--- src/hdl/emb_pkg.sv ---
`timescale 1ns / 1ps
`default_nettype none
package emb_pkg;

   // Internal word width for vector components and Q.30 angles.
   localparam int CW = 36;
   localparam int TABLE_LEN = 24;
   localparam int VEC_SHIFT = 14;
   localparam logic signed [CW-1:0] PI_Q30 = 36'sd3373259426;
   localparam logic signed [CW-1:0] HALF_PI_Q30 = 36'sd1686629713;
   localparam logic signed [CW-1:0] ROUND_HALF = 36'sd65536;
   localparam logic signed [CW-1:0] ORIGIN_LIM = 36'sd16384;

   localparam logic signed [CW-1:0] ATAN_Q30 [TABLE_LEN] = '{
      36'sd843314856, 36'sd497837829, 36'sd263043836, 36'sd133525158,
      36'sd67021686, 36'sd33543515, 36'sd16775850, 36'sd8388437,
      36'sd4194282, 36'sd2097149, 36'sd1048575, 36'sd524287,
      36'sd262143, 36'sd131071, 36'sd65535, 36'sd32767,
      36'sd16383, 36'sd8191, 36'sd4095, 36'sd2047,
      36'sd1023, 36'sd511, 36'sd255, 36'sd127
   };

   typedef struct packed {
      logic signed [15:0] left_angle;
      logic signed [15:0] right_angle;
      logic [15:0]        left_range;
      logic [15:0]        right_range;
   } req_type;

   typedef struct packed {
      logic signed [15:0] midpoint_angle;
      logic               degenerate;
   } rsp_type;

   // One word in the polar-to-Cartesian chain: both edges side by side.
   typedef struct packed {
      logic               valid;
      logic signed [CW-1:0] lx;
      logic signed [CW-1:0] ly;
      logic signed [CW-1:0] lz;
      logic signed [CW-1:0] rx;
      logic signed [CW-1:0] ry;
      logic signed [CW-1:0] rz;
      logic signed [15:0] left_angle;
      logic               coincide;
   } rot_type;

   // One word in the direction-finding chain.
   typedef struct packed {
      logic               valid;
      logic signed [CW-1:0] x;
      logic signed [CW-1:0] y;
      logic signed [CW-1:0] z;
      logic signed [15:0] left_angle;
      logic               degenerate;
   } vec_type;

endpackage
`default_nettype wire

--- src/hdl/emb_vec_cell.sv ---
`timescale 1ns / 1ps
`default_nettype none
module emb_vec_cell #(
   parameter int STEP = 0
) (
   input  wire logic             clock,
   input  wire logic             reset,
   input  wire logic             advance,
   input  wire emb_pkg::vec_type cell_in,
   output emb_pkg::vec_type      cell_out
);
   import emb_pkg::*;

   vec_type word_ff, word_in;

   always_comb begin
      word_in = cell_in;
      if (cell_in.y > 0) begin
         word_in.x = cell_in.x + (cell_in.y >>> STEP);
         word_in.y = cell_in.y - (cell_in.x >>> STEP);
         word_in.z = cell_in.z + ATAN_Q30[STEP];
      end else begin
         word_in.x = cell_in.x - (cell_in.y >>> STEP);
         word_in.y = cell_in.y + (cell_in.x >>> STEP);
         word_in.z = cell_in.z - ATAN_Q30[STEP];
      end
   end

   always_ff @(posedge clock) begin
      if (reset) begin
         word_ff.valid <= 1'b0;
      end else if (advance) begin
         word_ff <= word_in;
      end
   end

   assign cell_out = word_ff;
endmodule
`default_nettype wire

--- config.mk ---
export PLATFORM = sky130hd
export DESIGN_NAME = emb_vec_cell
export DESIGN_NICKNAME = d
export VERILOG_FILES = /design/src/hdl/emb_pkg.sv /design/src/hdl/emb_vec_cell.sv
export SDC_FILE = /design/constraint.sdc
export NUM_CORES = 1
export LEC_CHECK = 0
export ABC_AREA = 1
export BUFFER_PORTS_ARGS = -buffer_cell sky130_fd_sc_hd__buf_2
export CORE_MARGIN = 2
export CORE_UTILIZATION = 52
export CTS_BUF_LIST = sky130_fd_sc_hd__clkbuf_16
export DETAILED_ROUTE_END_ITERATION = 6
export GPL_TIMING_DRIVEN = 0
export PLACE_DENSITY_LB_ADDON = 0.12
export SYNTH_ARGS = -nofsm -noshare
export SYNTH_HDL_FRONTEND = slang
export SYNTH_SLANG_ARGS = --single-unit
--- constraint.sdc ---
create_clock -name clock -period 5.9 [get_ports clock]
set_input_delay 0.59 -clock clock [delete_from_list [all_inputs] [get_ports clock]]
set_output_delay 0.59 -clock clock [all_outputs]
set_load 0.03 [all_outputs]
== Word level (Yosys, flattened, before mapping) ==
Index checks and enable logic that the tools add are counted.

* Register bits after elaboration: 126
* Input bits: 129
* Output and inout bits: 126
* Logic and storage cells: 15

* Add/sub/neg operators: 5
* Order comparisons: 1
* Multiplexer cells: 1
* Bitwise logic cells: 1
* Reduce and logical (&&, ||, !) cells: 1

{| class="wikitable"
|+ Operator list
! kind !! number
|-
| $mux W108 || 1
|-
| $sub A36 B36 Y36 || 2
|-
| $add A36 B31 Y36 const B || 1
|-
| $add A36 B36 Y36 || 1
|-
| $gt A36 B1 Y1 const B || 1
|-
| $sub A36 B31 Y36 const B || 1
|-
| $reduce_and A2 Y1 || 1
|-
| $not A1 Y1 || 1
|}

== Depth between registers and ports, before layout ==
* Depth after elaboration: 2
* Mapped depth: 19
* Gate-level depth less buffers: 17

== Worst setup path before layout ==
OpenSTA, ideal clock, no wires.

* Kind: input -> register
* Start: input port advance
* End: register word_ff, in the netlist cell_out[0], enable pin
* Setup time: 0.612 ns
* Data arrival time: 5.846 ns
* Required time: 5.288 ns
* Slack: -0.558 ns
* Cell stages on the path: 2
* Path buffers: 0
* Path through: inv_1 nor2_1

* Cells in the longest elaborated chain, start to end: 1

{| class="wikitable"
|+ Ends and longest elaborated chain
! element !! RTL line !! text
|-
| start: declaration || emb_vec_cell.sv:8 || <nowiki>input wire logic advance,</nowiki>
|-
| $reduce_and A2 Y1 (no source line) || - ||
|-
| end signal: assignment || emb_vec_cell.sv:33 || <nowiki>word_ff <= word_in;</nowiki>
|-
| end: declaration || emb_vec_cell.sv:14 || <nowiki>vec_type word_ff, word_in;</nowiki>
|}

No other way between the ends.
A chain may end at the register's enable or synchronous reset.

==> results.toml <==
[status]
status = "finished, violations left"
violations = "DRC"

[die]
die_area_um2 = 27400
initial_core_util_pct = 52.6
die_h_um = 166
core_um2 = 25800
row_count = 59
fp.dieW_um = 166
io_pins = 255

[routing]
vias = 15002
wl_per_cell_um = 19.5
route.detailed.drc = 4
drtIter0Drc = 1851
via_per_inst = 5.66
first_pass_iters = 7
ant_nets = 0
wl_um = 51700

[place]
gp_congestion = 1.02
hpwl_um = 42900
placed_area_um2 = 15300
dp_cells = 2619
portBuffers = 254

[pwr]
power_leakage_nw = 8.15
finalPower_mw = 3.74
ir_worst_vdd_mv = 0.159
p_per_area_nw_per_um2 = 234

[synth]
post-synth-top-area-cell = "edfxtp_1"
yosysWarnings = 0
synth_most_common_cell = "nand2_1"
synth_seq_area_share_pct = 27.6
synth_common_cells = "nand2_1, inv_1, nor2_1, nand3_1, a21oi_1"
synth_top_area_share_pct = 27.4
syn_area_um2 = 13600
syn_inst = 2027
synth-seq-cells = 125
synth_xor_area_share_pct = 4.06
synth.area.top_cells = "edfxtp_1, nand2_1, ha_1"
syn_nets = 2297
synth_ff_type = "edfxtp_1"
synth_top_family_by_area = "simple AND/OR/NAND/NOR gates"
synthAdderAreaFrac_pct = 13.2
synth_compound_area_share_pct = 13.5
synth_cell_types = 42
syn_avg_cell_area_um2 = 6.70
ys_async_sr_fraction_pct = 0
synth_edf_count = 124
synthSimpleGateAreaFrac_pct = 31.3
muxShareOfSynthArea_pct = 0

[final_layout]
final_cell_area_um2 = 16000
fin_nets = 2573
drive_above_1_share_pct = 16.1
regArea_um2 = 3740
multi_input_area_um2 = 8440
syn_to_final_growth_pct = 17.5
n_fill_cell = 2478
largest_reg_flops = 125
stdcell_count = 2652

[timing]
fin_tns_setup_ns = 0
setup_viol = 0
fmax_mhz = 213
finClkSkew_ns = 0
timing.final.hold_violations = 0
fin_crit_sh_pct = 79.5
relSlewSlack_pct = 33.2
tightest_slew_ns = 0.999
fin_crit_ns = 4.69
rsz0062_at_grt = "no"
slew_viol_final = 0

[worst_setup_path]
r2r_cells = 2
cp_max_fo = 27
startpoint = "cell_in[58]"
r2r-start = "cell_out[125]"
critPathCaptureType = "flip-flop"
ff2ff_setup_slack_ns = 5.24
cp.required_ns = 6.10
r2r_end = "cell_out[125]"
crit_arrival_ns = 4.89
start_kind = "input port"
crit_type = "input port to flip-flop"

[clock_tree]
cts_setup_buffers = 0
cts_sinks = 125
cts_buffers = 17
cts_resized = 0
worstSkewPairLatency_ns = 0.44
cts_hold_buffers = 0
clockBufferDepth = 2
cts_max_level = 4
cts_tree = "done"
clock-root-buffer = "clkbuf_16"
path_clk_slew_ns = 0.07

[global_route]
grt_pass1_wl_um = 75500
grt_max_degree = 35
antenna_found_initial = 2
grt_pass1_vias = 14015
grt-ovfl-total = 0
globalRouteTotalUtil_pct = 36.9

[hold_path]
min_path_cells = 1
hold_class = "input port to flip-flop"
holdPathEnd = "cell_out[1]"
hp-start = "cell_in[1]"

[job]
cap_violations = 0
==> cells by family after synthesis <==
group | after synthesis
AOI/OAI and AO/OA | 340
xor gates and xnor gates | 63
adders and majority gates | 141
buffers and inverters | 337
DFF | 125
and+or+nand+nor | 1021
==> per-stage QoR <==
stage / worst slack (ns) / hold WS (ns) / util [%]
2_1_floorplan: 1.62 / 0.579 / -
3_3_place_gp: 0.324 / 0.445 / 59.1
6_report: 1.21 / 0.324 / 61.8
4_1_cts: 1.39 / 0.321 / 61.8
3_5_place_dp: 0.942 / 0.504 / 59.4
5_1_grt: 1.15 / 0.320 / 61.8
==> metal layers <==
metal / vias to the layer above / track usage [%] / routed length, um / part of all wire (%)
met5: - / 0 / 0 / 0
met4: 0 / 20.5 / 3160 / 6.1
met3: 163 / 7.12 / 5430 / 11
met2: 886 / 59.7 / 22700 / 44
met1: 6802 / 46.2 / 20300 / 39
li1: 7151 / - / - / -
==> cells in the final DEF, fill, tap and decap left out, types with 2 or more instances in the layout <==
master and n:
nand4_1 21, buf_2 273, xor2_1 55, nor2_2 12, xnor2_1 8, o21a_1 6
buf_6 8, nor3_2 3, a21oi_2 3, a21o_1 9, nand2_2 9, inv_6 3
o21bai_1 20, nor4_1 2, clkbuf_16 17, or2_1 2, buf_12 3, nor2_1 197
a21boi_0 6, inv_8 5, buf_4 13, o21ai_1 5, nand3_1 164, nor2_4 2
ha_1 137, inv_2 4, clkinv_8 4, fa_1 4, nand2_1 583, o21ai_0 123
nor3_1 16, edfxtp_1 124, a31oi_1 5, clkbuf_1 4, inv_1 288, a21oi_1 158
nand3_2 6, o211ai_1 2
==> how the worst max path moves through the flow <==
stage / to / slack [ns] / cells past startpoint
after floorplan: cell_out[0] / 1.62 / 2
after global placement: cell_out[113] / 0.32 / 3
after detailed placement: cell_out[49] / 0.94 / 17
after CTS: cell_out[49] / 1.39 / 17
after global routing: cell_out[51] / 1.15 / 16
final: cell_out[51] / 1.21 / 16
==> cell type report <==
type                            count  area share (%)
Multi-Input combinational cell   1565            52.9
Sequential cell                   125            23.5
Timing Repair Buffer              257            8.34
Inverter                          292            6.87
Clock buffer                       17            2.67
Tap cell                          335            2.63
Buffer                             45            1.90
Clock inverter                     15            1.22
Antenna cell                        1          0.0157
==> critical path, stage by stage <==
cell and delay, ns:
buf_2 0.12, inv_1 0.08, nand3_1 0.25, nor3_1 0.60
nand4_1 0.27, nand2_1 0.21, buf_2 0.30, buf_2 0.68
ha_1 0.32, nand2_1 0.15, o21ai_0 0.22, a21oi_1 0.13
o21ai_0 0.58, nand4_1 0.21, nand3_1 0.13, nand2_1 0.05
==> power by group <==
group	total (mW)	switching, mW	internal (mW)
registers	1.12	0.0239	1.10
logic	1.48	1.04	0.434
clock network	1.13	0.521	0.614
total	3.74	1.59	2.15
Power figures use the tool's default switching activity.
