File: src/hdl/emb_pkg.sv
`timescale 1ns / 1ps
`default_nettype none
package emb_pkg;

   // Internal word width for vector components and Q.30 angles.
   localparam int CW = 36;
   localparam int TABLE_LEN = 24;
   localparam int VEC_SHIFT = 14;
   localparam logic signed [CW-1:0] PI_Q30 = 36'sd3373259426;
   localparam logic signed [CW-1:0] HALF_PI_Q30 = 36'sd1686629713;
   localparam logic signed [CW-1:0] ROUND_HALF = 36'sd65536;
   localparam logic signed [CW-1:0] ORIGIN_LIM = 36'sd16384;

   localparam logic signed [CW-1:0] ATAN_Q30 [TABLE_LEN] = '{
      36'sd843314856, 36'sd497837829, 36'sd263043836, 36'sd133525158,
      36'sd67021686, 36'sd33543515, 36'sd16775850, 36'sd8388437,
      36'sd4194282, 36'sd2097149, 36'sd1048575, 36'sd524287,
      36'sd262143, 36'sd131071, 36'sd65535, 36'sd32767,
      36'sd16383, 36'sd8191, 36'sd4095, 36'sd2047,
      36'sd1023, 36'sd511, 36'sd255, 36'sd127
   };

   typedef struct packed {
      logic signed [15:0] left_angle;
      logic signed [15:0] right_angle;
      logic [15:0]        left_range;
      logic [15:0]        right_range;
   } req_type;

   typedef struct packed {
      logic signed [15:0] midpoint_angle;
      logic               degenerate;
   } rsp_type;

   // One word in the polar-to-Cartesian chain: both edges side by side.
   typedef struct packed {
      logic               valid;
      logic signed [CW-1:0] lx;
      logic signed [CW-1:0] ly;
      logic signed [CW-1:0] lz;
      logic signed [CW-1:0] rx;
      logic signed [CW-1:0] ry;
      logic signed [CW-1:0] rz;
      logic signed [15:0] left_angle;
      logic               coincide;
   } rot_type;

   // One word in the direction-finding chain.
   typedef struct packed {
      logic               valid;
      logic signed [CW-1:0] x;
      logic signed [CW-1:0] y;
      logic signed [CW-1:0] z;
      logic signed [15:0] left_angle;
      logic               degenerate;
   } vec_type;

endpackage
`default_nettype wire

File: src/hdl/emb_rot_cell.sv
`timescale 1ns / 1ps
`default_nettype none
module emb_rot_cell #(
   parameter int STEP = 0
) (
   input  wire logic             clock,
   input  wire logic             reset,
   input  wire logic             advance,
   input  wire emb_pkg::rot_type cell_in,
   output emb_pkg::rot_type      cell_out
);
   import emb_pkg::*;

   rot_type word_ff, word_in;

   always_comb begin
      word_in = cell_in;
      if (cell_in.lz >= 0) begin
         word_in.lx = cell_in.lx - (cell_in.ly >>> STEP);
         word_in.ly = cell_in.ly + (cell_in.lx >>> STEP);
         word_in.lz = cell_in.lz - ATAN_Q30[STEP];
      end else begin
         word_in.lx = cell_in.lx + (cell_in.ly >>> STEP);
         word_in.ly = cell_in.ly - (cell_in.lx >>> STEP);
         word_in.lz = cell_in.lz + ATAN_Q30[STEP];
      end
      if (cell_in.rz >= 0) begin
         word_in.rx = cell_in.rx - (cell_in.ry >>> STEP);
         word_in.ry = cell_in.ry + (cell_in.rx >>> STEP);
         word_in.rz = cell_in.rz - ATAN_Q30[STEP];
      end else begin
         word_in.rx = cell_in.rx + (cell_in.ry >>> STEP);
         word_in.ry = cell_in.ry - (cell_in.rx >>> STEP);
         word_in.rz = cell_in.rz + ATAN_Q30[STEP];
      end
   end

   always_ff @(posedge clock) begin
      if (reset) begin
         word_ff.valid <= 1'b0;
      end else if (advance) begin
         word_ff <= word_in;
      end
   end

   assign cell_out = word_ff;
endmodule
`default_nettype wire

File: config.mk
export PLATFORM = sky130hd
export DESIGN_NAME = emb_rot_cell
export DESIGN_NICKNAME = d
export VERILOG_FILES = /design/src/hdl/emb_pkg.sv /design/src/hdl/emb_rot_cell.sv
export SDC_FILE = /design/constraint.sdc
export NUM_CORES = 1
export LEC_CHECK = 0
export BUFFER_PORTS_ARGS = -buffer_cell sky130_fd_sc_hd__buf_2
export CORE_AREA = 5 5 306 158
export DETAILED_ROUTE_END_ITERATION = 8
export DIE_AREA = 0 0 311 163
export PLACE_DENSITY = 0.74
export RECOVER_POWER = 25
export SYNTH_ARGS = -nofsm -noshare
export SYNTH_HDL_FRONTEND = slang
export SYNTH_SLANG_ARGS = --single-unit
File: constraint.sdc
create_clock -name clock -period 19.9 [get_ports clock]
set_input_delay 0.995 -clock clock [delete_from_list [all_inputs] [get_ports clock]]
set_output_delay 0.995 -clock clock [all_outputs]
set_load 0.02 [all_outputs]
======== Word-level counts from Yosys, hierarchy flattened ========
Index checks and enable logic that the tools add are counted.
word-level totals
  bits of input ports ..................... 237
  output and inout port bits .............. 234
  word-level logic and storage cells ...... 25
  bits in registers ....................... 234
operators by class
  add/subtract/negate cells ............... 10
  reduce and logical (&&, ||, !) cells .... 1
  bitwise operators ....................... 1
  mux-type cells .......................... 2
  order comparisons ....................... 2
operators by type and width
  operator                count
  $mux 108                2
  $sub 36x36->36          4
  $add 36x31->36 const B  2
  $add 36x36->36          2
  $ge 36x1->1 const B     2
  $sub 36x31->36 const B  2
  $reduce_and 2->1        1
  $not 1->1               1

======== Depth between registers and ports, before layout ========
Gate-level depths: netlist of the first run.
  depth after elaboration ................. 2
  gate-level depth with buffers ........... 21
  mapped depth without buffers ............ 18

======== Worst setup path after synthesis of the first run ========
No wires, ideal clock.
  path type ............................... input -> register
  start ................................... input reset
  end ..................................... register word_ff, in the netlist cell_out[0] (enable)
  slack ................................... 7.829 ns
  data arrival time ....................... 11.213 ns
  data required time ...................... 19.042 ns
  buffers on the path ..................... 0
  cell stages on the path ................. 1
  setup time .............................. 0.858 ns
  cell sequence ........................... nor2b_1
between the ends
  cells in the longest elaborated chain, start to end .. 2
ends and longest elaborated chain
  item                        RTL line            source
  from (decl)                 emb_rot_cell.sv:7   input wire logic reset,
  $not 1->1 (no line)         --
  $reduce_and 2->1 (no line)  --
  to (signal assigned)        emb_rot_cell.sv:42  word_ff <= word_in;
  to (decl)                   emb_rot_cell.sv:14  rot_type word_ff, word_in;
Every way passes these cells.
A chain may end at the register's enable or synchronous reset.

==> results of run 1 <==
[cell usage in the layout, fill, tap and decap left out, drive strengths merged, types with 30 or more instances in the layout]
cell,n
edfxtp,231
nor2b,35
a21oi,317
buf,344
ha,274
a21o,90
xnor2,148
xor2,48
nand4,38
nor3,49
nand3,36
o21bai,68
clkbuf,164
nor2,205
inv,241
o21ai,172
nor4,30
nand2,108
[final timing paths]
kind | from | to | slack, ns | cells after the start
worst min-delay path | cell_out[233] | cell_out[233] | 0.50 | 2
worst min register to register | cell_out[233] | cell_out[233] | 0.50 | 2
worst max-delay path | cell_in[129] | cell_out[153] | 14.55 | 14
worst max register to register | cell_out[233] | cell_out[233] | 19.32 | 2
[logic make-up (layout without fill, tap and decap cells)]
| kind of cell | Yosys count | after routing |
|---|---|---|
| AOI/OAI and AO/OA | 869 | 869 |
| and+or+nand+nor | 609 | 609 |
| buffers and inverters | 345 | 764 |
| adders and majority gates | 282 | 282 |
| DFF | 232 | 232 |
| xor gates and xnor gates | 196 | 196 |
| muxes | 28 | 28 |
| other | 0 | 4 |
[final cells by class]
class                           instances  area (um^2)
Clock inverter                         13          133
Antenna cell                            4         10.0
Fill cell                            4274        20000
Multi-Input combinational cell       1984        14100
Tap cell                              609          762
Clock buffer                           31          648
Timing Repair Buffer                  477         2240
Sequential cell                       232         6960
Inverter                              243          912
[worst max-delay path: cells and delay by family]
family | cells | cell delay (ns)
compound gates | 4 | 1.64
xor+xnor | 1 | 0.15
buf+inv | 2 | 0.83
simple gates | 6 | 1.55
fa+ha+maj | 1 | 0.46
[where the power goes]
part / switching, uW / leakage, uW / total, uW / internal, uW
logic: 469 / 0.00876 / 710 / 241
registers: 15.5 / 0.00218 / 634 / 618
clock network: 214 / 0.000378 / 473 / 258
[stage by stage]
stage / utilization, % / instances
2_1_floorplan: - / 2561
3_3_place_gp: 54.9 / 3545
3_5_place_dp: 54.9 / 3545
4_1_cts: 56.6 / 3589
5_1_grt: 56.3 / 3593
6_report: 56.3 / 3593
[metal layers]
| metal | routed length (um) | up-vias | track usage [%] | share of wire [%] |
|---|---|---|---|---|
| met5 | 99 | - | 1.23 | 0.12 |
| met4 | 1700 | 4 | 5.70 | 2.1 |
| met3 | 9470 | 119 | 8.90 | 12 |
| met2 | 32200 | 1243 | 41.8 | 40 |
| met1 | 36500 | 10400 | 44.7 | 46 |
| li1 | - | 10100 | - | - |
==> metrics, run 1 <==
layout cells sized above 1=between 10% and 20%; Worst Path Required=20.20 ns; DRC viols=0; Reg clk slew, reported paths=0.06 ns; Max-slew headroom=-28.3%; io pins=roughly 470; Synth top area share=30.9%; CTS tree=done; post-route clock skew=0 ns; unrepaired setup endpoints after global routing=no; sequential fraction of the synthesis area=31.0%; EDFF count, synth=231; Max VDD drop=around 58 uV; Rows=56; Synth warnings=0; complex-gate fraction of the synthesized area=approximately 25%; Clock Path Buffers=3; synth unique cells=94; failing checks=max-capacitance violations, max-slew violations; DR iter-0 viols=roughly 2400; Yosys reg bits=232; Total Neg Setup Slack=0 ns; Worst Max-Slew Pin Slew=1.92 ns; CTS Buf Count=25; Syn Area/Cell=8.76 um^2; nets=3482; syn nets=3080; Final Max Tran Viols=25; initial antenna violation count=6; Die Y=163 um; Max stage delay on crit path=0.73 ns; final RePlAce weighted congestion=1.05; Tcrit/Tclk final=26.9%; area leader, netlist=edfxtp_1; Post-Synth XOR/XNOR Area=approximately 7.7%; predominant post-synthesis flop cell=edfxtp_1; Final HPWL DP=between 60 and 70 mm; synthesized-area fraction occupied by adder cells=between 10% and 20%; status=complete, but fails checks; post-synthesis mux area share=1.25%; H-Tree Depth=1; Setup Viol. Count Final=0; PortBufs=470; total track usage=between 20% and 30%; largest fanout on the critical path=78; core box area=about 0.046 mm^2; Post-Place Setup Slack=14.15 ns; Initial Utilization=48.9%; Hold Slack=0.504 ns; Mapped Area=0.0224 mm^2; vias in the first global route=20100; final instance area=0.0258 mm^2; Post-Synthesis Cells=roughly 2600; Tot Pwr=roughly 1800 uW; final worst slack=14.55 ns; final hold violation count=0; async set-or-reset flop fraction in the synthesized netlist=0%; Crit-path slowest cell=a2111oi_0; DR vias=21900; Area after DPL=around 0.025 mm^2; post-synthesis simple-gate area fraction=13.3%; post-CTS setup buffer count=0; largest family of logic cells by synthesized area=compound AO/OA/AOI/OAI gates; gr ovfl total=0; Max Cap Violations=1; largest net degree at the start of global routing=79; first-pass GRT wire length=119 mm; Die W=around 310 um; worst hold path type=flip-flop to flip-flop; DIE AREA=0.0507 mm^2; most common cell in the netlist=a21oi_1; Hold-fix buffers, CTS=0; Gates resized, CTS repair=0; Area growth, synth to finish=15.0%; fin crit period=5.35 ns; TritonCTS Sinks=232; Critical Path AT=5.65 ns; Skew-Pair Late Insertion Delay=0.57 ns; Synth area leaders=edfxtp_1, ha_1, a21oi_1; top cells by count, synth=a21oi_1, ha_1, inv_1; Pwr Density=70.4 mW/mm^2; vias per cell=6.09; Critical Path End Type=flip-flop; critical path, cell by cell=buf_2 > nor4_1 > nand4_1 > nor3_1 > nand2b_2 > buf_4 > ha_1 > a2111oi_0 > a211oi_1 > o21ai_0 > nor2_1 > nor4b_1 > o21bai_1 > xor2_1; root buf cell=clkbuf_16; final wirelength=79.9 mm; Pre-Repair DR Iteration Count=6; f_max=0.187 GHz; leakage=between 0.01 and 0.015 uW; post-route ant nets=0; max reg flops=~230; crit path kind=input port to flip-flop; WL/cell=22.2 um; Worst setup SP type=input port
Power figures use the tool's default switching activity.
==> run 2, diff against run 1 <==
- PLACE_DENSITY: 0.74 -> 0.76
- clock period: 19.9 -> 4.4 ns (I/O delays scaled with it)
==> metrics, run 2 (synthesis results as in run 1) <==
largest net degree at the start of global routing=148 (+87%); f_max=0.241 GHz; Area growth, synth to finish=17.5%; first-pass GRT wire length=123 mm (+2.7%); Hold Crit Depth=2 (unchanged); worst hold endpoint=cell_out[128]; final hold violation count=0 (unchanged); DRC viols=0 (unchanged); total track usage=30.2% (+0.53 points); Worst setup SP type=input port; Max-slew headroom=30.1% (+58 points); Clock Path Buffers=3 (unchanged); WL/cell=22.0 um (-1.1%); largest fanout on the critical path=14 (-82%); r2r endpoint=cell_out[233]; dpl cells=3573 (+0.79%); status=finished, final reports clean; R2R cell count=3 (+1); nets=3538 (+1.6%); flop-to-flop setup slack=3.25 ns (-16.07 ns); Skew-Pair Late Insertion Delay=0.56 ns (about the same); H-Tree Depth=1 (unchanged); Critical Path AT=4.46 ns (-1.19 ns); Worst Max-Slew Pin Slew=1.04 ns (-0.880 ns); core box area=0.0458 mm^2 (unchanged); CTS tree=done; Final Max Tran Viols=0 (-100%); max reg flops=232 (unchanged); Max Cap Violations=0 (-1); final std cells w/o fill=3664 (+2.0%); fin crit period=4.15 ns; vias per cell=6.04 (-0.76%); Pre-Repair DR Iteration Count=6 (unchanged); root buf cell=clkbuf_16; leakage=0.0115 uW (+2.0%); DR iter-0 viols=2766 (+16%); Max VDD drop=260 uV (+350%); Rows=56 (unchanged); final instance area=0.0264 mm^2 (+2.2%); critical path, cell by cell=dlygate4sd3_1 > clkbuf_1 > nor4b_1 > nand4_1 > nor3_2 > nand2b_2 > buf_4 > ha_1 > a21o_1 > a21o_1 > a21oi_1 > a2bb2oi_1 > nand3_1 > a21oi_1 > o21bai_1 > a21o_1 > a21oi_1 > xnor2_1; Hold Slack=0.0637 ns (-0.441 ns); Final HPWL DP=64.5 mm (+0.22%); gr ovfl total=0 (unchanged); Post-Place Setup Slack=-0.222 ns (-14.37 ns); RR Startpoint=cell_out[233]; Reg clk slew, reported paths=0.07 ns (about the same); DIE AREA=0.0507 mm^2 (unchanged); Buf+Inv Stages, Crit Path=3 (+1); Crit path max-delay family=compound AO/OA/AOI/OAI gates; Worst Path Required=4.71 ns (-15.49 ns); Initial Utilization=48.9% (unchanged); io pins=471 (unchanged); final wirelength=80.6 mm (+0.89%); Pwr Density=315 mW/mm^2 (+350%); Setup Viol. Count Final=0 (unchanged); TritonCTS Sinks=232 (unchanged); crit path kind=input port to flip-flop; Tcrit/Tclk final=94.4%; initial antenna violation count=18 (+12); CTS Buf Count=25 (unchanged); final worst slack=0.248 ns (-14.30 ns); layout cells sized above 1=14.6% (+0.39 points); Crit-path slowest cell=dlygate4sd3_1; Die Y=163 um (unchanged); most frequent cells in the layout=a21oi_1, buf_2, ha_1, inv_1, edfxtp_1; fill count=4216 (-1.4%); post-route clock skew=0 ns (unchanged); Critical Path End Type=flip-flop; vias in the first global route=20900 (+3.7%); worst hold path type=input port to flip-flop; Hold Crit Start=cell_in[128]; PortBufs=470 (unchanged); Die W=311 um (unchanged); Tot Pwr=8310 uW (+360%); post-route ant nets=0 (unchanged); Area after DPL=0.0254 mm^2 (+0.89%); DR vias=22100 (+1.2%); final RePlAce weighted congestion=1.05 (+0.50%); Max stage delay on crit path=0.53 ns (-0.20 ns)
==> run 2: cell types whose count changed in the layout (fill, tap and decap cells not counted), moves of 3 or more <==
cell           previous run  this run
buf_4                     7        36
dlygate4sd3_1             0        26
buf_2                   337       314
clkbuf_1                139       157
diode_2                   4        17
clkinv_2                  2         5
clkinv_4                  3         0
nor3_1                   49        46
nor3_2                    0         3
==> run 2: worst reg2reg max path: cells and delay by family (launching register included) <==
family | cells | cell delay (ns)
buffers and inverters | 1 | 0.55
AND/OR/NAND/NOR | 1 | 0.05
multiplexers | 1 | 0.12
flip-flops | 1 | 0.32
==> run 2: where the power goes <==
part | switching [uW] | total, uW | leakage, uW | internal (uW)
logic | 2110 | 3240 | 0.00897 | 1130
clock network | 1020 | 2190 | 0.000394 | 1180
registers | 81.1 | 2880 | 0.00218 | 2800
==> run 2: metrics by stage <==
| stage | setup TNS, ns | util (%) |
|---|---|---|
| floorplan | 0 | - |
| global placement | -0.0495 | 55.4 |
| detailed placement | -0.585 | 55.4 |
| CTS | 0 | 57.8 |
| global route | -0.0435 | 57.5 |
| finish | 0 | 57.5 |
==> run 2: worst max path at each step <==
stage | endpoint | slack (ns) | startpoint | depth (start not counted)
finish | cell_out[46] | 0.25 | cell_in[19] | 18
global route | cell_out[51] | -0.04 | cell_in[19] | 20
CTS | cell_out[159] | 0.01 | cell_in[125] | 19
detailed placement | cell_out[52] | -0.22 | cell_in[52] | 19
global placement | cell_out[52] | -0.05 | cell_in[52] | 20
floorplan | cell_out[52] | 0.04 | cell_in[52] | 21
==> run 2: layout make-up <==
type / instances / area (um^2) / area share (%)
Antenna cell: 17 / 42.5 / 0.161
Clock buffer: 26 / 629 / 2.39
Clock inverter: 20 / 180 / 0.684
Inverter: 243 / 912 / 3.46
Multi-Input combinational cell: 1984 / 14200 / 53.8
Sequential cell: 232 / 6960 / 26.4
Tap cell: 609 / 762 / 2.89
Timing Repair Buffer: 533 / 2710 / 10.3
==> run 2: per-layer routing <==
metal	GRT usage, %	vias up	routed length, um
met5	0	-	27
met4	6.72	4	1670
met3	8.43	123	9720
met2	42.3	1303	32700
met1	45.9	10500	36500
li1	-	10200	-
==> run 2: what timing repair did <==
action,CTS,global route
gates resized for setup,0,8
endpoints found under the setup margin,0,15
setup buffers,0,2
hold buffers,26,0
endpoints found under the hold margin,25,0
